[src/sv/nsr_pkg.sv]
// ----------------------------------------------------------------------------
// nsr_pkg
// shared types and constants for the heron square root block
// ----------------------------------------------------------------------------
package nsr_pkg;

  localparam int unsigned DATA_W                 = 32;
  localparam int unsigned ITER_W                 = 7;
  localparam int unsigned MAX_ITERATIONS_DEFAULT = 64;

  // 1.0 in unsigned q16.16
  localparam logic [DATA_W-1:0] ONE_Q16    = 32'h0001_0000;
  localparam logic [ITER_W-1:0] ITER_RESET = 7'd16;

  // commands from the controller to the datapath
  typedef struct packed {
    logic load;   // capture radicand, guess back to 1.0
    logic start;  // launch one division radicand / guess
    logic step;   // fold the quotient into the guess
    logic emit;   // copy the guess into the output register
  } cmd_t;

  // status from the datapath to the controller
  typedef struct packed {
    logic div_done;
  } status_t;

endpackage

[src/sv/nsr_div.sv]
// ----------------------------------------------------------------------------
// nsr_div
// serial restoring divider: (radicand << 16) / divisor, one quotient bit per
// cycle, saturating to all ones, zero for a zero divisor
// ----------------------------------------------------------------------------
module nsr_div (
  input  logic                       clk_i,
  input  logic                       rst_ni,
  input  logic                       start_i,
  input  logic [nsr_pkg::DATA_W-1:0] radicand_i,
  input  logic [nsr_pkg::DATA_W-1:0] divisor_i,
  output logic                       done_o,
  output logic [nsr_pkg::DATA_W-1:0] quotient_o
);
  import nsr_pkg::*;

  localparam int unsigned HALF_W = DATA_W / 2;
  localparam int unsigned CNT_W  = $clog2(DATA_W);

  logic                active_q;
  logic                done_q;
  logic [CNT_W-1:0]    cnt_q;
  logic [DATA_W-1:0]   rem_q;
  logic [DATA_W-1:0]   shreg_q;   // low dividend bits in, quotient bits out
  logic [DATA_W:0]     trial;
  logic                fits;
  logic                overflow;

  // quotient needs more than 32 bits when the high half of the radicand
  // already reaches the divisor
  assign overflow = {{HALF_W{1'b0}}, radicand_i[DATA_W-1:HALF_W]} >= divisor_i;
  assign trial    = {rem_q, shreg_q[DATA_W-1]};
  assign fits     = trial >= {1'b0, divisor_i};

  always_ff @(posedge clk_i or negedge rst_ni) begin
    if (!rst_ni) begin
      active_q <= 1'b0;
      done_q   <= 1'b0;
    end else begin
      done_q <= 1'b0;
      if (start_i) begin
        if (divisor_i == '0) begin
          shreg_q <= '0;
          done_q  <= 1'b1;
        end else if (overflow) begin
          shreg_q <= '1;
          done_q  <= 1'b1;
        end else begin
          rem_q    <= {{HALF_W{1'b0}}, radicand_i[DATA_W-1:HALF_W]};
          shreg_q  <= {radicand_i[HALF_W-1:0], {HALF_W{1'b0}}};
          cnt_q    <= CNT_W'(DATA_W - 1);
          active_q <= 1'b1;
        end
      end else if (active_q) begin
        if (fits) begin
          rem_q <= DATA_W'(trial - {1'b0, divisor_i});
        end else begin
          rem_q <= trial[DATA_W-1:0];
        end
        shreg_q <= {shreg_q[DATA_W-2:0], fits};
        if (cnt_q == '0) begin
          active_q <= 1'b0;
          done_q   <= 1'b1;
        end else begin
          cnt_q <= cnt_q - CNT_W'(1);
        end
      end
    end
  end

  assign done_o     = done_q;
  assign quotient_o = shreg_q;

`ifndef NO_ASSERTIONS
  // a new division never lands on one still running
  a_no_restart: assert property (@(posedge clk_i) disable iff (!rst_ni)
    start_i |-> !active_q) else $error("divider restarted while busy");

  // the last quotient bit is followed by done
  a_finish: assert property (@(posedge clk_i) disable iff (!rst_ni)
    active_q && !start_i && cnt_q == '0 |=> done_q && !active_q)
    else $error("divider did not finish");
`endif

endmodule

[src/sv/nsr_datapath.sv]
// ----------------------------------------------------------------------------
// nsr_datapath
// radicand and guess registers, the divider and the output register
// ----------------------------------------------------------------------------
module nsr_datapath (
  input  logic                       clk_i,
  input  logic                       rst_ni,
  input  nsr_pkg::cmd_t              cmd_i,
  output nsr_pkg::status_t           status_o,
  input  logic [nsr_pkg::DATA_W-1:0] radicand_i,
  output logic [nsr_pkg::DATA_W-1:0] root_o
);
  import nsr_pkg::*;

  logic [DATA_W-1:0] radicand_q;
  logic [DATA_W-1:0] guess_q;
  logic [DATA_W-1:0] root_q;
  logic [DATA_W-1:0] quotient;
  logic [DATA_W:0]   sum;
  logic              div_done;

  nsr_div u_div (
    .clk_i      (clk_i),
    .rst_ni     (rst_ni),
    .start_i    (cmd_i.start),
    .radicand_i (radicand_q),
    .divisor_i  (guess_q),
    .done_o     (div_done),
    .quotient_o (quotient)
  );

  // 33-bit sum, halved by dropping the low bit
  assign sum = {1'b0, guess_q} + {1'b0, quotient};

  always_ff @(posedge clk_i) begin
    if (cmd_i.load) begin
      radicand_q <= radicand_i;
      guess_q    <= ONE_Q16;
    end else if (cmd_i.step) begin
      guess_q <= sum[DATA_W:1];
    end
    if (cmd_i.emit) begin
      root_q <= guess_q;
    end
  end

  assign status_o.div_done = div_done;
  assign root_o            = root_q;

endmodule

[src/sv/nsr_ctrl.sv]
// ----------------------------------------------------------------------------
// nsr_ctrl
// sequencer: input and output handshakes, iteration count, divider launches
// ----------------------------------------------------------------------------
module nsr_ctrl #(
  parameter int unsigned MaxIterations = nsr_pkg::MAX_ITERATIONS_DEFAULT
) (
  input  logic                       clk_i,
  input  logic                       rst_ni,
  input  logic [nsr_pkg::ITER_W-1:0] iteration_count_i,
  input  logic                       in_valid_i,
  output logic                       in_ready_o,
  output logic                       out_valid_o,
  input  logic                       out_ready_i,
  output nsr_pkg::cmd_t              cmd_o,
  input  nsr_pkg::status_t           status_i
);
  import nsr_pkg::*;

  localparam int unsigned CNT_W = $clog2(MaxIterations + 1);

  typedef enum logic [1:0] {
    S_IDLE,
    S_START,
    S_WAIT,
    S_DONE
  } state_e;

  state_e           state_q;
  logic [CNT_W-1:0] cnt_q;
  logic [CNT_W-1:0] cnt_init;
  logic             out_valid_q;
  cmd_t             cmd;

  // iteration count saturates at the maximum
  always_comb begin
    if (32'(iteration_count_i) > 32'(MaxIterations)) begin
      cnt_init = CNT_W'(MaxIterations);
    end else begin
      cnt_init = CNT_W'(iteration_count_i);
    end
  end

  assign cmd.load  = (state_q == S_IDLE) && in_valid_i;
  assign cmd.start = (state_q == S_START);
  assign cmd.step  = (state_q == S_WAIT) && status_i.div_done;
  assign cmd.emit  = (state_q == S_DONE) && (!out_valid_q || out_ready_i);

  always_ff @(posedge clk_i or negedge rst_ni) begin
    if (!rst_ni) begin
      state_q     <= S_IDLE;
      cnt_q       <= '0;
      out_valid_q <= 1'b0;
    end else begin
      if (cmd.emit) begin
        out_valid_q <= 1'b1;
      end else if (out_ready_i) begin
        out_valid_q <= 1'b0;
      end
      case (state_q)
        S_IDLE: begin
          if (in_valid_i) begin
            cnt_q   <= cnt_init;
            state_q <= (cnt_init == '0) ? S_DONE : S_START;
          end
        end
        S_START: begin
          state_q <= S_WAIT;
        end
        S_WAIT: begin
          if (status_i.div_done) begin
            cnt_q   <= cnt_q - CNT_W'(1);
            state_q <= (cnt_q == CNT_W'(1)) ? S_DONE : S_START;
          end
        end
        S_DONE: begin
          if (cmd.emit) begin
            state_q <= S_IDLE;
          end
        end
        default: begin
          state_q <= S_IDLE;
        end
      endcase
    end
  end

  assign in_ready_o  = (state_q == S_IDLE);
  assign out_valid_o = out_valid_q;
  assign cmd_o       = cmd;

`ifndef NO_ASSERTIONS
  // a held result is never overwritten
  a_no_overwrite: assert property (@(posedge clk_i) disable iff (!rst_ni)
    out_valid_q && !out_ready_i |-> !cmd.emit) else $error("result overwritten");

  // division results only arrive while the sequencer waits for one
  a_done_in_wait: assert property (@(posedge clk_i) disable iff (!rst_ni)
    status_i.div_done |-> state_q == S_WAIT) else $error("stray divider done");

  // a division is only launched with iterations left
  a_cnt_left: assert property (@(posedge clk_i) disable iff (!rst_ni)
    state_q == S_START |-> cnt_q != '0) else $error("launch with no iterations left");
`endif

endmodule

[src/sv/newton_square_root.sv]
// ----------------------------------------------------------------------------
// newton_square_root
// square root of an unsigned q16.16 radicand by heron (newton) iteration
// ----------------------------------------------------------------------------
//
//   channel  direction  handshake                  payload
//   in       input      in_valid_i / in_ready_o    radicand_i  [31:0] q16.16
//   out      output     out_valid_o / out_ready_i  root_o      [31:0] q16.16
//   cfg      input      cfg_valid_i / cfg_ready_o  cfg_data_i  [6:0]  iterations
//
// - one item at a time, n iterations with n the iteration count capped
//   at MaxIterations; each iteration is one pass of the shared serial divider
//   (launch, 32 quotient bits, done) with the guess update on the done cycle
// - a zero guess or an overflowing quotient ends its iteration without the serial quotient bits
// - with n = 0 the sequencer skips the divider and the root is 1.0
// - reset sets the iteration count to 16 and empties the output register
// - a stalled output holds the result; the next radicand is taken meanwhile
//   and its result waits until the output register frees up
//
module newton_square_root #(
  parameter int unsigned MaxIterations = nsr_pkg::MAX_ITERATIONS_DEFAULT
) (
  input  logic                       clk_i,
  input  logic                       rst_ni,
  // radicand channel
  input  logic                       in_valid_i,
  output logic                       in_ready_o,
  input  logic [nsr_pkg::DATA_W-1:0] radicand_i,
  // root channel
  output logic                       out_valid_o,
  input  logic                       out_ready_i,
  output logic [nsr_pkg::DATA_W-1:0] root_o,
  // iteration count register
  input  logic                       cfg_valid_i,
  output logic                       cfg_ready_o,
  input  logic [nsr_pkg::ITER_W-1:0] cfg_data_i
);
  import nsr_pkg::*;

  logic [ITER_W-1:0] iter_q;
  cmd_t              cmd;
  status_t           status;

  // configuration register, always ready for a transfer
  always_ff @(posedge clk_i or negedge rst_ni) begin
    if (!rst_ni) begin
      iter_q <= ITER_RESET;
    end else if (cfg_valid_i) begin
      iter_q <= cfg_data_i;
    end
  end

  assign cfg_ready_o = 1'b1;

  // sequencer
  nsr_ctrl #(
    .MaxIterations (MaxIterations)
  ) u_ctrl (
    .clk_i             (clk_i),
    .rst_ni            (rst_ni),
    .iteration_count_i (iter_q),
    .in_valid_i        (in_valid_i),
    .in_ready_o        (in_ready_o),
    .out_valid_o       (out_valid_o),
    .out_ready_i       (out_ready_i),
    .cmd_o             (cmd),
    .status_i          (status)
  );

  // guess, divider and result registers
  nsr_datapath u_datapath (
    .clk_i      (clk_i),
    .rst_ni     (rst_ni),
    .cmd_i      (cmd),
    .status_o   (status),
    .radicand_i (radicand_i),
    .root_o     (root_o)
  );

`ifndef NO_ASSERTIONS
  // an accepted radicand starts work: the sequencer leaves idle
  a_accept_busy: assert property (@(posedge clk_i) disable iff (!rst_ni)
    in_valid_i && in_ready_o |=> !in_ready_o) else $error("accepted item dropped");
`endif

endmodule

[config.mk]
export PLATFORM = sky130hd
export DESIGN_NAME = newton_square_root
export DESIGN_NICKNAME = d
export VERILOG_FILES = /design/src/sv/nsr_pkg.sv /design/src/sv/nsr_div.sv /design/src/sv/nsr_datapath.sv /design/src/sv/nsr_ctrl.sv /design/src/sv/newton_square_root.sv
export SDC_FILE = /design/constraint.sdc
export NUM_CORES = 1
export LEC_CHECK = 0
export BUFFER_PORTS_ARGS = -buffer_cell sky130_fd_sc_hd__buf_4
export CAP_MARGIN = 5
export CORE_ASPECT_RATIO = 0.6
export CORE_UTILIZATION = 45
export DETAILED_ROUTE_END_ITERATION = 7
export SLEW_MARGIN = 25
export SYNTH_ARGS = -nofsm -noshare
export SYNTH_HDL_FRONTEND = slang
export SYNTH_SLANG_ARGS = --single-unit
[constraint.sdc]
create_clock -name clk_i -period 5 [get_ports clk_i]
set_input_delay 1 -clock clk_i [delete_from_list [all_inputs] [get_ports clk_i]]
set_output_delay 1 -clock clk_i [all_outputs]
set_load 0.01 [all_outputs]
**Yosys cells after proc, flatten, opt, wreduce, memory -nomap -nowiden**

Cells that the tools add are included.

- Multiplexer cells: 36
- Equal/unequal tests: 10
- Magnitude comparators: 3
- Reduce and logical (&&, ||, !) cells: 18
- Add/sub/neg operators: 4

Operators with widths:

| operator | count |
|---|---|
| 2-to-1 mux 32 bit | 9 |
| adder 32 x 32 -> 33 bit | 1 |
| >= comparator 33 x 32 -> 1 bit | 1 |
| >= comparator 16 x 32 -> 1 bit | 1 |
| zero test 32 bit | 1 |
| subtractor 32 bit | 1 |
| 2-to-1 mux 5 bit | 5 |
| 2-to-1 mux 7 bit | 3 |
| case mux 7 bit (2 select lines) | 1 |
| 2-to-1 mux 1 bit | 12 |
| 2-to-1 mux 2 bit | 5 |
| inequality test 2 bit (second input constant) | 5 |
| case mux 2 bit (4 select lines) | 1 |
| == test 7 x 1 -> 1 bit (second input constant) | 1 |
| > comparator 7 bit (second input constant) | 1 |
| zero test 7 bit | 1 |
| subtractor 7 x 1 -> 7 bit (second input constant) | 1 |
| AND reduction 3 bit | 2 |
| nonzero test 2 bit | 3 |
| zero test 5 bit | 1 |
| AND reduction 5 bit | 1 |
| subtractor 5 x 1 -> 5 bit (second input constant) | 1 |
| == test 2 bit (second input constant) | 2 |
| AND reduction 2 bit | 2 |
| other kinds (7) | 9 |

- Flip-flop bits (word level): 184
- Input bits: 44
- Output and inout port bits: 35

**Longest topological paths before layout**

Gate-level depths: netlist (run 1).

- Depth after elaboration: 6
- Mapped depth: 14
- Mapped depth without buffers: 11

**Hierarchy**

From an unflattened synthesis (run 1), not the netlist that was laid out.

- Cells, all modules: 1159
- Area total of the unflattened synthesis: 11523.6 µm²

Modules (own cells, without submodules):

| module | cells each | instances | area an instance (µm²) |
|---|---|---|---|
| nsr_div | 642 | 1 | 5840.6 |
| nsr_datapath | 426 | 1 | 4748.3 |
| nsr_ctrl | 74 | 1 | 630.6 |
| newton_square_root | 17 | 1 | 304.0 |

**Worst setup path before layout (run 1)**

Ideal clock, no wire load.

- Path type: input to register
- Start: input rst_ni
- End: register u_datapath.u_div.rem_q[0] (enable)
- Arrival time: 3.636 ns
- Setup time: 0.432 ns
- Path slack: 0.932 ns
- Buffers on the path: 0
- Required time: 4.568 ns
- Stages on the path: 3
- Cell sequence: o21a_1 -> o21ai_0 -> a21oi_1

- Longest elaborated chain between the ends: 1

Ends and longest elaborated chain:

| what | RTL line | RTL |
|---|---|---|
| start, declared | newton_square_root.sv:24 | `input logic rst_ni,` |
| AND reduction 4 bit (no source line) | - |  |
| end signal, assigned | nsr_div.sv:49 | `rem_q <= {{HALF_W{1'b0}}, radicand_i[DATA_W-1:HALF_W]};` |
| end signal, assigned | nsr_div.sv:56 | `rem_q <= DATA_W'(trial - {1'b0, divisor_i});` |
| end signal, assigned | nsr_div.sv:58 | `rem_q <= trial[DATA_W-1:0];` |
| end, declared | nsr_div.sv:23 | `logic [DATA_W-1:0] rem_q;` |

Every way passes these cells.
A chain may end at the register's enable or synchronous reset.

**Worst setup path after layout (run 1)**

- Start: register u_datapath.guess_q[21]
- End: register u_datapath.u_div.rem_q[24], data pin

- Longest elaborated chain between the ends: 4
- Elaborated cells on any way between the ends: 5
- Classes of those cells: add/sub: 1; order compare: 1; mux: 3

Ends and longest elaborated chain:

| what | RTL line | RTL |
|---|---|---|
| start, declared | nsr_datapath.sv:16 | `logic [DATA_W-1:0] guess_q;` |
| start signal, assigned | nsr_datapath.sv:40 | `guess_q <= sum[DATA_W:1];` |
| subtractor 32 bit or >= comparator 33 x 32 -> 1 bit (tied branches) | nsr_div.sv:56, nsr_div.sv:33 |  |
| 2-to-1 mux 32 bit (*) | nsr_div.sv:55 | `if (fits) begin` |
| 2-to-1 mux 32 bit (*) | nsr_div.sv:54 | `end else if (active_q) begin` |
| 2-to-1 mux 32 bit (*) | nsr_div.sv:41 | `if (start_i) begin` |

Every way passes the cells marked *; elsewhere a longest branch is shown, timed or not. The select of a mux whose other input is x is not followed.

==> run summary, run 1 <==
IO Pins -> 79
Post-synthesis mux area share -> 0.0108
Full die area -> 25100 um^2
PostCTS Resize Cnt -> 0
WL/cell -> 18.7 um
Top_reg_cell synth -> edfxtp_1
IR drop worst, VDD -> 0.254 mV
Worst-path clk slew -> 0.07 ns
Count leader, synth -> nand2_1
Worst Hold Class -> in2async
Worst clock skew -> 0.0105 ns
Power per cell area -> 674 nW/um^2
Area contributors post-synth -> edfxtp_1, ha_1, nand2_1, dfxtp_1, a21oi_1
Share of cells above drive strength 1 -> 0.125
Std cell rows -> 43
Placed Cells -> 1505
Post-Synth Adder-Cell Area -> 0.0971
DRC viols -> 0
Via count -> 8772
Final Hold Viols -> 0
Post-synth top cells -> nand2_1, edfxtp_1, a21oi_1
Non-filler cells, final -> 1538
GR Overflow Total -> 0
FF/Latch Area -> 5110 um^2
Max Cap Viol -> 0
Nets -> 1338
Final Util -> 0.533
Compound-Gate Fraction of Synth Area -> 0.168
Clock root cell -> clkbuf_16
XOR/XNOR share of the synthesized area -> 0.0351
Dominant cell type by area after synthesis -> edfxtp_1
Mean Syn Cell Area -> 9.61 um^2
DRT antenna net count -> 0
Synth Register Bits -> 184
DRT Pass-1 Iters -> 5
Wirelength, routed -> 28800 um
Endpoint class of the critical path -> flip-flop
Final Max Tran Viols -> 0
R2R depth -> 11
Leak -> 0.00500 uW
Core box area -> 23500 um^2
CTS tree -> yes
DR vias/cell -> 5.70
Sink Count -> 184
Pin count of the biggest net entering global routing -> 53
CP Cell Sequence -> inv_1 -> ha_1 -> and4_1 -> nand4_1 -> nor4b_2 -> nor3_1 -> o211ai_2 -> or2_1 -> buf_4 -> nand2_2 -> o31ai_1
# setup viols final -> 0
FILL cells -> 2106
Largest family of logic cells by synthesized area -> simple AND/OR/NAND/NOR gates
Die Wd -> 204 um
Post-synth EDFFs -> 133
Crit path time final -> 3.64 ns
Setup Fix Bufs, Post-CTS -> 0
Area of the multi-input gates -> 5490 um^2
Status -> finished clean
Critical path arrival -> 3.91 ns
Cells after synthesis -> 1143
Worst skew pair latency -> 0.44 ns
Vert. Die Dim -> 123 um
Post-Syn Nets -> 1271
Critical path data required time -> 5.27 ns
RSZ-0062 raised after global routing -> no
Crit Path Category -> reg2reg
Clock Path Buffers -> 2
Top cell type's share of synthesized area -> 0.364
Crit path max-delay cell type -> and4_1
Cell area after synthesis -> 11000 um^2
CP Launch Type -> flip-flop
Synth cell types -> 76
Global-route wire length before repair -> 45500 um
Power Total -> 8440 uW
H-tree Lvls -> 4
R2r endpoint -> u_datapath.u_div.rem_q[24]
Setup TNS -> 0 ns
Post-DP HPWL -> 20900 um
DP Area -> 11900 um^2
Post-route cell area -> 12500 um^2
Fmax -> 0.275 GHz
Starting Density -> 0.467
Critical path's largest stage delay -> 0.49 ns
Critical R2R Launch -> u_datapath.guess_q[21]
Setup slack, reg-to-reg -> 1.36 ns
Simple-Gate Fraction of Synth Area -> 0.186
Vias in the first global route -> 8104
Total GRT Usage -> 0.238
Fraction of registers with async set/reset -> 0.103
Hold_buf cts -> 0
Ys Warns -> 0
Gpl congestion -> 0.925
# port buffers -> 77
CTS Buf Count -> 17
Worst slew pin tran -> 0.877 ns
ANT cells -> 0
Starting DRC count in detailed routing -> 821
Initial antenna violation count -> 0
Synthesis-to-layout area growth -> 14.1%
Sequential share of the synthesized area -> 0.465
Post-route clock period utilization -> 0.728
Relative slew slack -> 0.413
Crit path max fanout -> 21
## critical path, delay by kind of cell, from the launching register on
kind | cells | cell delay (ns)
flip-flops | 1 | 0.48
AO/OA/AOI/OAI | 2 | 0.42
adder cells (fa/ha/maj) | 1 | 0.47
buffers and inverters | 2 | 0.47
AND/OR/NAND/NOR | 6 | 1.61
## registers in the layout, indices dropped and copies added, names as in the netlist
signal / count
u_datapath.u_div.cnt_q: 5
u_datapath.u_div.done_o: 1
iter_q: 7
u_datapath.u_div.active_q: 1
u_datapath.u_div.rem_q: 32
u_datapath.radicand_q: 32
u_datapath.guess_q: 32
u_datapath.u_div.quotient_o: 32
u_ctrl.state_q: 2
u_ctrl.out_valid_o: 1
u_datapath.root_o: 32
u_ctrl.cnt_q: 7
## through the flow
step	hold WS [ns]	worst slack, ns
floorplan	0.456	0.932
global placement	0.476	1.44
detailed placement	0.488	1.41
CTS	0.422	1.35
global route	0.441	1.06
finish	0.441	1.36
## per-layer routing
metal  vias up  global-route usage  wire length (um)
met5         -                   0                 0
li1       4331                   -                 -
met4         0              0.0503               199
met3        18              0.0506              1870
met1      4155               0.389             15700
met2       268               0.309             11000
## cell families (layout without fill, tap and decap cells)
family | Yosys count | count (layout)
adders and majority gates | 84 | 84
xor gates and xnor gates | 44 | 44
muxes | 11 | 11
and+or+nand+nor | 428 | 428
DFF | 184 | 184
other | 1 | 1
buffers and inverters | 99 | 179
AOI/OAI and AO/OA | 292 | 292
## area by class of cell
type / count / area share
multi-input cells: 860 / 0.438
flip-flops and latches: 184 / 0.408
repair buffers: 88 / 0.0543
clock buffers: 24 / 0.0392
well taps: 315 / 0.0315
inverters: 59 / 0.0177
clock inverters: 8 / 0.0113
## placed cells by master, fill, tap and decap left out, types with 5 or more instances in the layout
master / synthesis / layout
o21a_1: 18 / 18
buf_4: 1 / 87
dfxtp_1: 32 / 32
a211oi_1: 12 / 12
a31oi_1: 22 / 22
o21ai_1: 7 / 7
o22ai_1: 6 / 6
o21ai_0: 56 / 56
a21boi_0: 5 / 5
and4_1: 6 / 6
and3_1: 13 / 13
and2_1: 10 / 9
nor2_1: 77 / 76
inv_1: 59 / 59
a32oi_1: 5 / 5
nor2b_1: 12 / 11
o31ai_1: 6 / 6
mux2_2: 7 / 7
dfrtp_1: 18 / 18
nor4_1: 10 / 10
or3_1: 10 / 10
nand3_1: 60 / 60
nand4_1: 13 / 13
nor3_1: 24 / 24
clkbuf_16: 0 / 17
xor2_1: 13 / 13
nand2_1: 171 / 171
ha_1: 82 / 82
edfxtp_1: 133 / 133
o211ai_1: 8 / 8
a211o_1: 5 / 5
nand2b_1: 7 / 6
a21oi_1: 93 / 92
a21o_1: 16 / 16
xnor2_1: 31 / 31
## how the worst max path moves through the flow
stage                                 end                    from  slack [ns]  depth (start not counted)
4_1_cts        u_datapath.u_div.rem_q[24]  u_datapath.guess_q[21]        1.35                         11
3_5_place_dp   u_datapath.u_div.rem_q[24]  u_datapath.guess_q[21]        1.41                         11
2_1_floorplan   u_datapath.u_div.rem_q[0]                  rst_ni        0.93                          3
3_3_place_gp   u_datapath.u_div.rem_q[26]  u_datapath.guess_q[21]        1.44                         11
5_1_grt        u_datapath.u_div.rem_q[24]  u_datapath.guess_q[21]        1.06                         11
6_report       u_datapath.u_div.rem_q[24]  u_datapath.guess_q[21]        1.36                         11
## power breakdown
| part | internal (uW) | switching (uW) |
|---|---|---|
| Clock | 888 | 586 |
| Sequential | 2340 | 358 |
| Combinational | 1690 | 2590 |
No activity file was read; power rests on OpenSTA's default activity.
==> run 2, diff against run 1 <==
--- a/config.mk
+++ b/config.mk
@@ -5,6 +5,7 @@
 export SDC_FILE = /design/constraint.sdc
 export NUM_CORES = 1
 export LEC_CHECK = 0
+export ABC_AREA = 1
 export BUFFER_PORTS_ARGS = -buffer_cell sky130_fd_sc_hd__buf_4
 export CAP_MARGIN = 5
 export CORE_ASPECT_RATIO = 0.6
==> constraint.sdc (replaced) <==
create_clock -name clk_i -period 3.1 [get_ports clk_i]
set_input_delay 0.62 -clock clk_i [delete_from_list [all_inputs] [get_ports clk_i]]
set_output_delay 0.62 -clock clk_i [all_outputs]
set_load 0.01 [all_outputs]
==> run 2 against run 1 <==
Final area rose by 15%. Global-route usage is 5.2 points higher. Final cell count increased by 42%. Worst setup slack lost 1.1 ns. Die area is 15% higher. Via count up 31%. Critical path depth stayed put. Worst hold slack got worse by 0.41 ns. Routed wire length is 41% higher. Register-to-register slack worse by 1.1 ns. Sequential share of layout area is 5.3 points lower. Clock power up 56%. Critical path type unchanged.
==> run summary, run 2 <==
Status -> finished clean
H-tree Lvls -> 4
Max layer used -> met4
Leak -> 0.00717 uW
Met3 WL -> 4590 um
Final Hold Viols -> 0
Top_reg_cell synth -> edfxtp_1
Critical R2R Launch -> u_datapath.guess_q[15]
Worst-path clk slew -> 0.08 ns
Share of cells above drive strength 1 -> 0.111
DRT antenna net count -> 0
Final Max Tran Viols -> 0
Power per cell area -> 1200 nW/um^2
Area contributors post-synth -> edfxtp_1, nand2_1, inv_1, ha_1, nand3_1
Max Cap Viol -> 0
Critical path arrival -> 3.00 ns
Worst Hold Class -> in2async
Core box area -> 27500 um^2
Setup slack, reg-to-reg -> 0.23 ns
Fmax -> 0.349 GHz
Synth cell types -> 48
IO Pins -> 79
Full die area -> 28700 um^2
Count leader, synth -> nand2_1
CTS tree -> yes
DP Area -> 13800 um^2
R2r endpoint -> u_datapath.u_div.cnt_q[1]
Worst clock skew -> 0.0135 ns
Dominant cell type by area after synthesis -> edfxtp_1
Crit path max fanout -> 5
Sequential share of the synthesized area -> 0.405
Starting Density -> 0.458
Std cell rows -> 47
Worst slew pin tran -> 0.706 ns
Worst skew pair latency -> 0.46 ns
Relative slew slack -> 0.524
GR Overflow Total -> 0
RSZ-0062 raised after global routing -> no
Initial antenna violation count -> 0
DRC viols -> 0
R2R depth -> 11
CP Launch Type -> flip-flop
Crit path time final -> 2.87 ns
Met2 wire len -> 14500 um
Ys Warns -> 0
Wl on met1 -> 21100 um
Wirelength, routed -> 40500 um
Cells after synthesis -> 1706
Total GRT Usage -> 0.290
Post-route cell area -> 14400 um^2
Via count -> 11500
# setup viols final -> 0
Pin count of the biggest net entering global routing -> 50
PostCTS Resize Cnt -> 0
Fraction of registers with async set/reset -> 0.103
Endpoint class of the critical path -> flip-flop
Vias in the first global route -> 10300
Die Wd -> 218 um
Nets -> 1930
# port buffers -> 77
Critical path data required time -> 3.23 ns
Mean Syn Cell Area -> 7.39 um^2
Cell area after synthesis -> 12600 um^2
Post-Syn Nets -> 1834
Global-route wire length before repair -> 61700 um
CTS Buf Count -> 17
Post-DP HPWL -> 31800 um
Post-synth EDFFs -> 133
DR vias/cell -> 5.25
Crit path from -> u_datapath.guess_q[15]
Setup Fix Bufs, Post-CTS -> 0
Gpl congestion -> 1.05
Top cell type's share of synthesized area -> 0.317
Commonest non-fill, non-tap cell in the layout -> nand2_1
Synthesis-to-layout area growth -> 14.1%
Placed Cells -> 2150
Non-filler cells, final -> 2182
Post-route clock period utilization -> 0.926
Vert. Die Dim -> 132 um
Synth Register Bits -> 184
ANT cells -> 0
Sink Count -> 184
Post-synth top cells -> nand2_1, inv_1, nor2_1
Starting DRC count in detailed routing -> 1207
WL/cell -> 18.5 um
Hold_buf cts -> 0
Clock Path Buffers -> 2
FILL cells -> 2717
Most frequent cells in the layout -> nand2_1, inv_1, nor2_1, edfxtp_1, nand3_1
IR drop worst, VDD -> 0.612 mV
Crit Path Category -> reg2reg
Clock root cell -> clkbuf_16
DRT Pass-1 Iters -> 5
Setup TNS -> 0 ns
run 2: cell types whose count changed after synthesis, moves of 16 or more:
cell	delta
nor2_1	+70
nand3_1	+71
nand2_1	+349
a31oi_1	-20
a21o_1	-16
o21ai_0	+18
inv_1	+220
xnor2_1	-16
o21bai_1	+16
run 2: cells by family (layout without fill, tap and decap cells):
kind of cell	count (synthesis)	after routing	share of synthesized area
compound gates	198	198	0.0870
xor+xnor	27	27	0.0188
fa+ha+maj	84	84	0.0845
buf+inv	323	432	0.101
flops	184	184	0.405
mux	1	1	0.000893
other cells	1	1	0.000297
simple gates	888	888	0.303
run 2: layout make-up:
cell class	count	area (um^2)	area share
inverter	290	1090	0.0757
sequential	184	5110	0.355
clock buffer	18	429	0.0298
multi-input combinational	1199	6270	0.436
timing repair buffer	110	851	0.0592
clock inverter	14	171	0.0119
tap	367	459	0.0319
run 2: through the flow:
step           worst slack (ns)   util  power, uW  hold WS, ns
6_report                  0.231  0.523      17200       0.0316
4_1_cts                   0.227  0.523      17100       0.0211
5_1_grt                  0.0777  0.523      18700       0.0373
2_1_floorplan             0.178      -      11600        0.324
3_5_place_dp              0.236  0.501      14700        0.457
3_3_place_gp              0.245  0.501      14700        0.443
run 2: worst max path at each step:
stage | to | slack (ns) | cells after the start
after floorplan | u_datapath.u_div.rem_q[0] | 0.18 | 4
after global placement | u_datapath.u_div.rem_q[24] | 0.25 | 13
after detailed placement | u_datapath.u_div.cnt_q[1] | 0.24 | 11
after CTS | u_datapath.u_div.rem_q[24] | 0.23 | 13
after global routing | u_datapath.u_div.cnt_q[1] | 0.08 | 11
final | u_datapath.u_div.cnt_q[1] | 0.23 | 11
run 2: layer usage:
metal / vias up / GRT usage
met1: 5308 / 0.481
met2: 438 / 0.346
li1: 5696 / -
met3: 19 / 0.0965
met5: - / 0
met4: 0 / 0.0575
run 2: report_power, final:
part | internal [uW] | switching [uW]
sequential | 3890 | 691
combinational | 3510 | 6840
clock | 1160 | 1140
total | 8560 | 8670
run 2: critical path: stages, from the launching register on:
cell and delay [ns]:
dfxtp_1 0.42, inv_1 0.16, ha_1 0.34, a21oi_1 0.19, o21ai_0 0.24, a21oi_1 0.34
nand2_1 0.12, nand2_1 0.09, nand2_1 0.09, nand2_1 0.09, nand3_1 0.11, nor2_1 0.35
==> run 3, diff against run 2 <==
--- a/config.mk
+++ b/config.mk
@@ -5,13 +5,13 @@
 export SDC_FILE = /design/constraint.sdc
 export NUM_CORES = 1
 export LEC_CHECK = 0
-export ABC_AREA = 1
+export ABC_AREA = 0
 export BUFFER_PORTS_ARGS = -buffer_cell sky130_fd_sc_hd__buf_4
 export CAP_MARGIN = 5
 export CORE_ASPECT_RATIO = 0.6
 export CORE_UTILIZATION = 45
 export DETAILED_ROUTE_END_ITERATION = 7
-export SLEW_MARGIN = 25
+export SLEW_MARGIN = 20
 export SYNTH_ARGS = -nofsm -noshare
 export SYNTH_HDL_FRONTEND = slang
 export SYNTH_SLANG_ARGS = --single-unit
==> run 3 against run 2 <==
Combinational power fell by 28%. Fmax fell by 2.6%. Sequential share of layout area rose by 3.5 points. Final area fell by 9.1%. Worst setup slack got worse by 0.078 ns. Die area fell by 13%. Worst hold slack improved by 0.17 ns. Sequential power fell by 6.6%. Critical path type unchanged. Largest cell class unchanged. Highest routed layer unchanged.
==> run summary, run 3 (synthesis results as in run 1) <==
Status -> finished clean
Combinational power share -> 0.524
Hold_buf cts -> 0
Sw Ratio -> 0.411
R2R depth -> 10
Final Util -> 0.556
Sink Count -> 184
Power Total -> 14200 uW
Relative slew slack -> 0.409
Leak -> 0.00533 uW
Wirelength, routed -> 29700 um
Std cell rows -> 43
Max Cap Viol -> 0
DP Area -> 12300 um^2
GR Overflow Total -> 0
Most frequent cells in the layout -> nand2_1, buf_4, edfxtp_1, a21oi_1, ha_1
Via count -> 9103
Die Wd -> 204 um
Starting Density -> 0.467
Core box area -> 23500 um^2
Synthesis-to-layout area growth -> 19.1%
Gr busiest metal -> met1
FILL cells -> 2083
Global-route wire length before repair -> 46100 um
Setup TNS -> 0 ns
Worst slew pin tran -> 0.883 ns
Total GRT Usage -> 0.244
FF/Latch Area -> 5110 um^2
DRT antenna net count -> 0
Clock root cell -> clkbuf_16
Met2 Use GR -> 0.307
Commonest non-fill, non-tap cell in the layout -> nand2_1
DR vias/cell -> 5.70
Initial antenna violation count -> 0
Post-DP HPWL -> 21700 um
Power per cell area -> 1090 nW/um^2
Met3 GRT Util -> 0.0496
Worst-path clk slew -> 0.07 ns
Worst clock skew -> 0.0103 ns
Critical path data required time -> 3.37 ns
DRT Pass-1 Iters -> 5
GR Util met1 -> 0.403
Gpl congestion -> 0.931
Crit Path Category -> reg2reg
# setup viols final -> 0
IR drop worst, VDD -> 0.595 mV
Post-route cell area -> 13100 um^2
RSZ-0062 raised after global routing -> no
Critical path arrival -> 3.22 ns
H-tree Lvls -> 4
# port buffers -> 77
Fmax -> 0.339 GHz
CP Launch Type -> flip-flop
Clock Path Buffers -> 2
Full die area -> 25100 um^2
WL/cell -> 18.6 um
CTS Buf Count -> 17
Crit path max fanout -> 20
Starting DRC count in detailed routing -> 720
Final Max Tran Viols -> 0
Flop pwr share -> 0.302
Vert. Die Dim -> 123 um
Pint -> 8350 uW
Crit path time final -> 2.95 ns
Area of the multi-input gates -> 5530 um^2
Switch Pwr -> 5840 uW
Pin count of the biggest net entering global routing -> 72
Endpoint class of the critical path -> flip-flop
Final Hold Viols -> 0
Post-route clock period utilization -> 0.951
Nets -> 1398
Worst skew pair latency -> 0.45 ns
Vias in the first global route -> 8068
Worst Hold Class -> in2async
IO Pins -> 79
CTS tree -> yes
DRC viols -> 0
ANT cells -> 0
Share of cells above drive strength 1 -> 0.173
Clock power share -> 0.174
run 3: critical path, cell delays in order (launching register included):
cell and delay [ns]:
edfxtp_1 0.42, ha_1 0.39, nand2_1 0.20, o21a_1 0.29, o22ai_1 0.16, a21oi_1 0.10, o211ai_2 0.32, or2_1 0.19
buf_6 0.21, nand2_2 0.16, o31ai_2 0.33
run 3: through the flow:
stage / setup slack [ns] / instances / hold WS [ns]
3_5_place_dp: -0.173 / 1556 / 0.483
5_1_grt: 0.00623 / 1598 / 0.189
6_report: 0.153 / 1598 / 0.201
3_3_place_gp: -0.118 / 1556 / 0.477
2_1_floorplan: 0.0706 / 1143 / 0.324
4_1_cts: 0.0275 / 1590 / 0.168
run 3: layer usage:
layer	share of wire	up-vias
met5	0	-
met4	0.014	0
met3	0.064	25
met2	0.37	283
met1	0.55	4342
li1	-	4453
run 3: repair_timing:
item | 4_1_cts | 5_1_grt
gates resized for setup | 1 | 9
buffers inserted | 1 | 8
setup endpoints to repair | 7 | 34
cloned | 1 | 0
pin swaps | 2 | 3
run 3: worst paths after layout:
path / start / to / slack [ns]
setup / recovery: u_datapath.u_div.rem_q[23] / u_datapath.u_div.rem_q[26] / 0.15
hold / removal: rst_ni / u_ctrl.cnt_q[1] / 0.20
setup reg to reg: u_datapath.u_div.rem_q[23] / u_datapath.u_div.rem_q[26] / 0.15
hold reg to reg: u_datapath.guess_q[3] / u_datapath.root_o[3] / 0.50
max in group asynchronous: rst_ni / iter_q[4] / 2.63
min in group clk_i: radicand_i[27] / u_datapath.radicand_q[27] / 0.35
run 3: power by group through the flow:
stage               registers (uW)  logic [uW]  clock network (uW)
floorplan                     4200        5160                   0
global placement              4310        7110                   0
detailed placement            4310        7170                   0
CTS                           4280        7250                2510
global route                  4360        8230                2610
finish                        4280        7440                2470
run 3: cell type report:
type / count / area share
multi-input combinational: 861 / 0.423
sequential: 184 / 0.391
timing repair buffer: 147 / 0.0875
clock buffer: 22 / 0.0395
tap: 315 / 0.0301
inverter: 59 / 0.0169
clock inverter: 10 / 0.0122
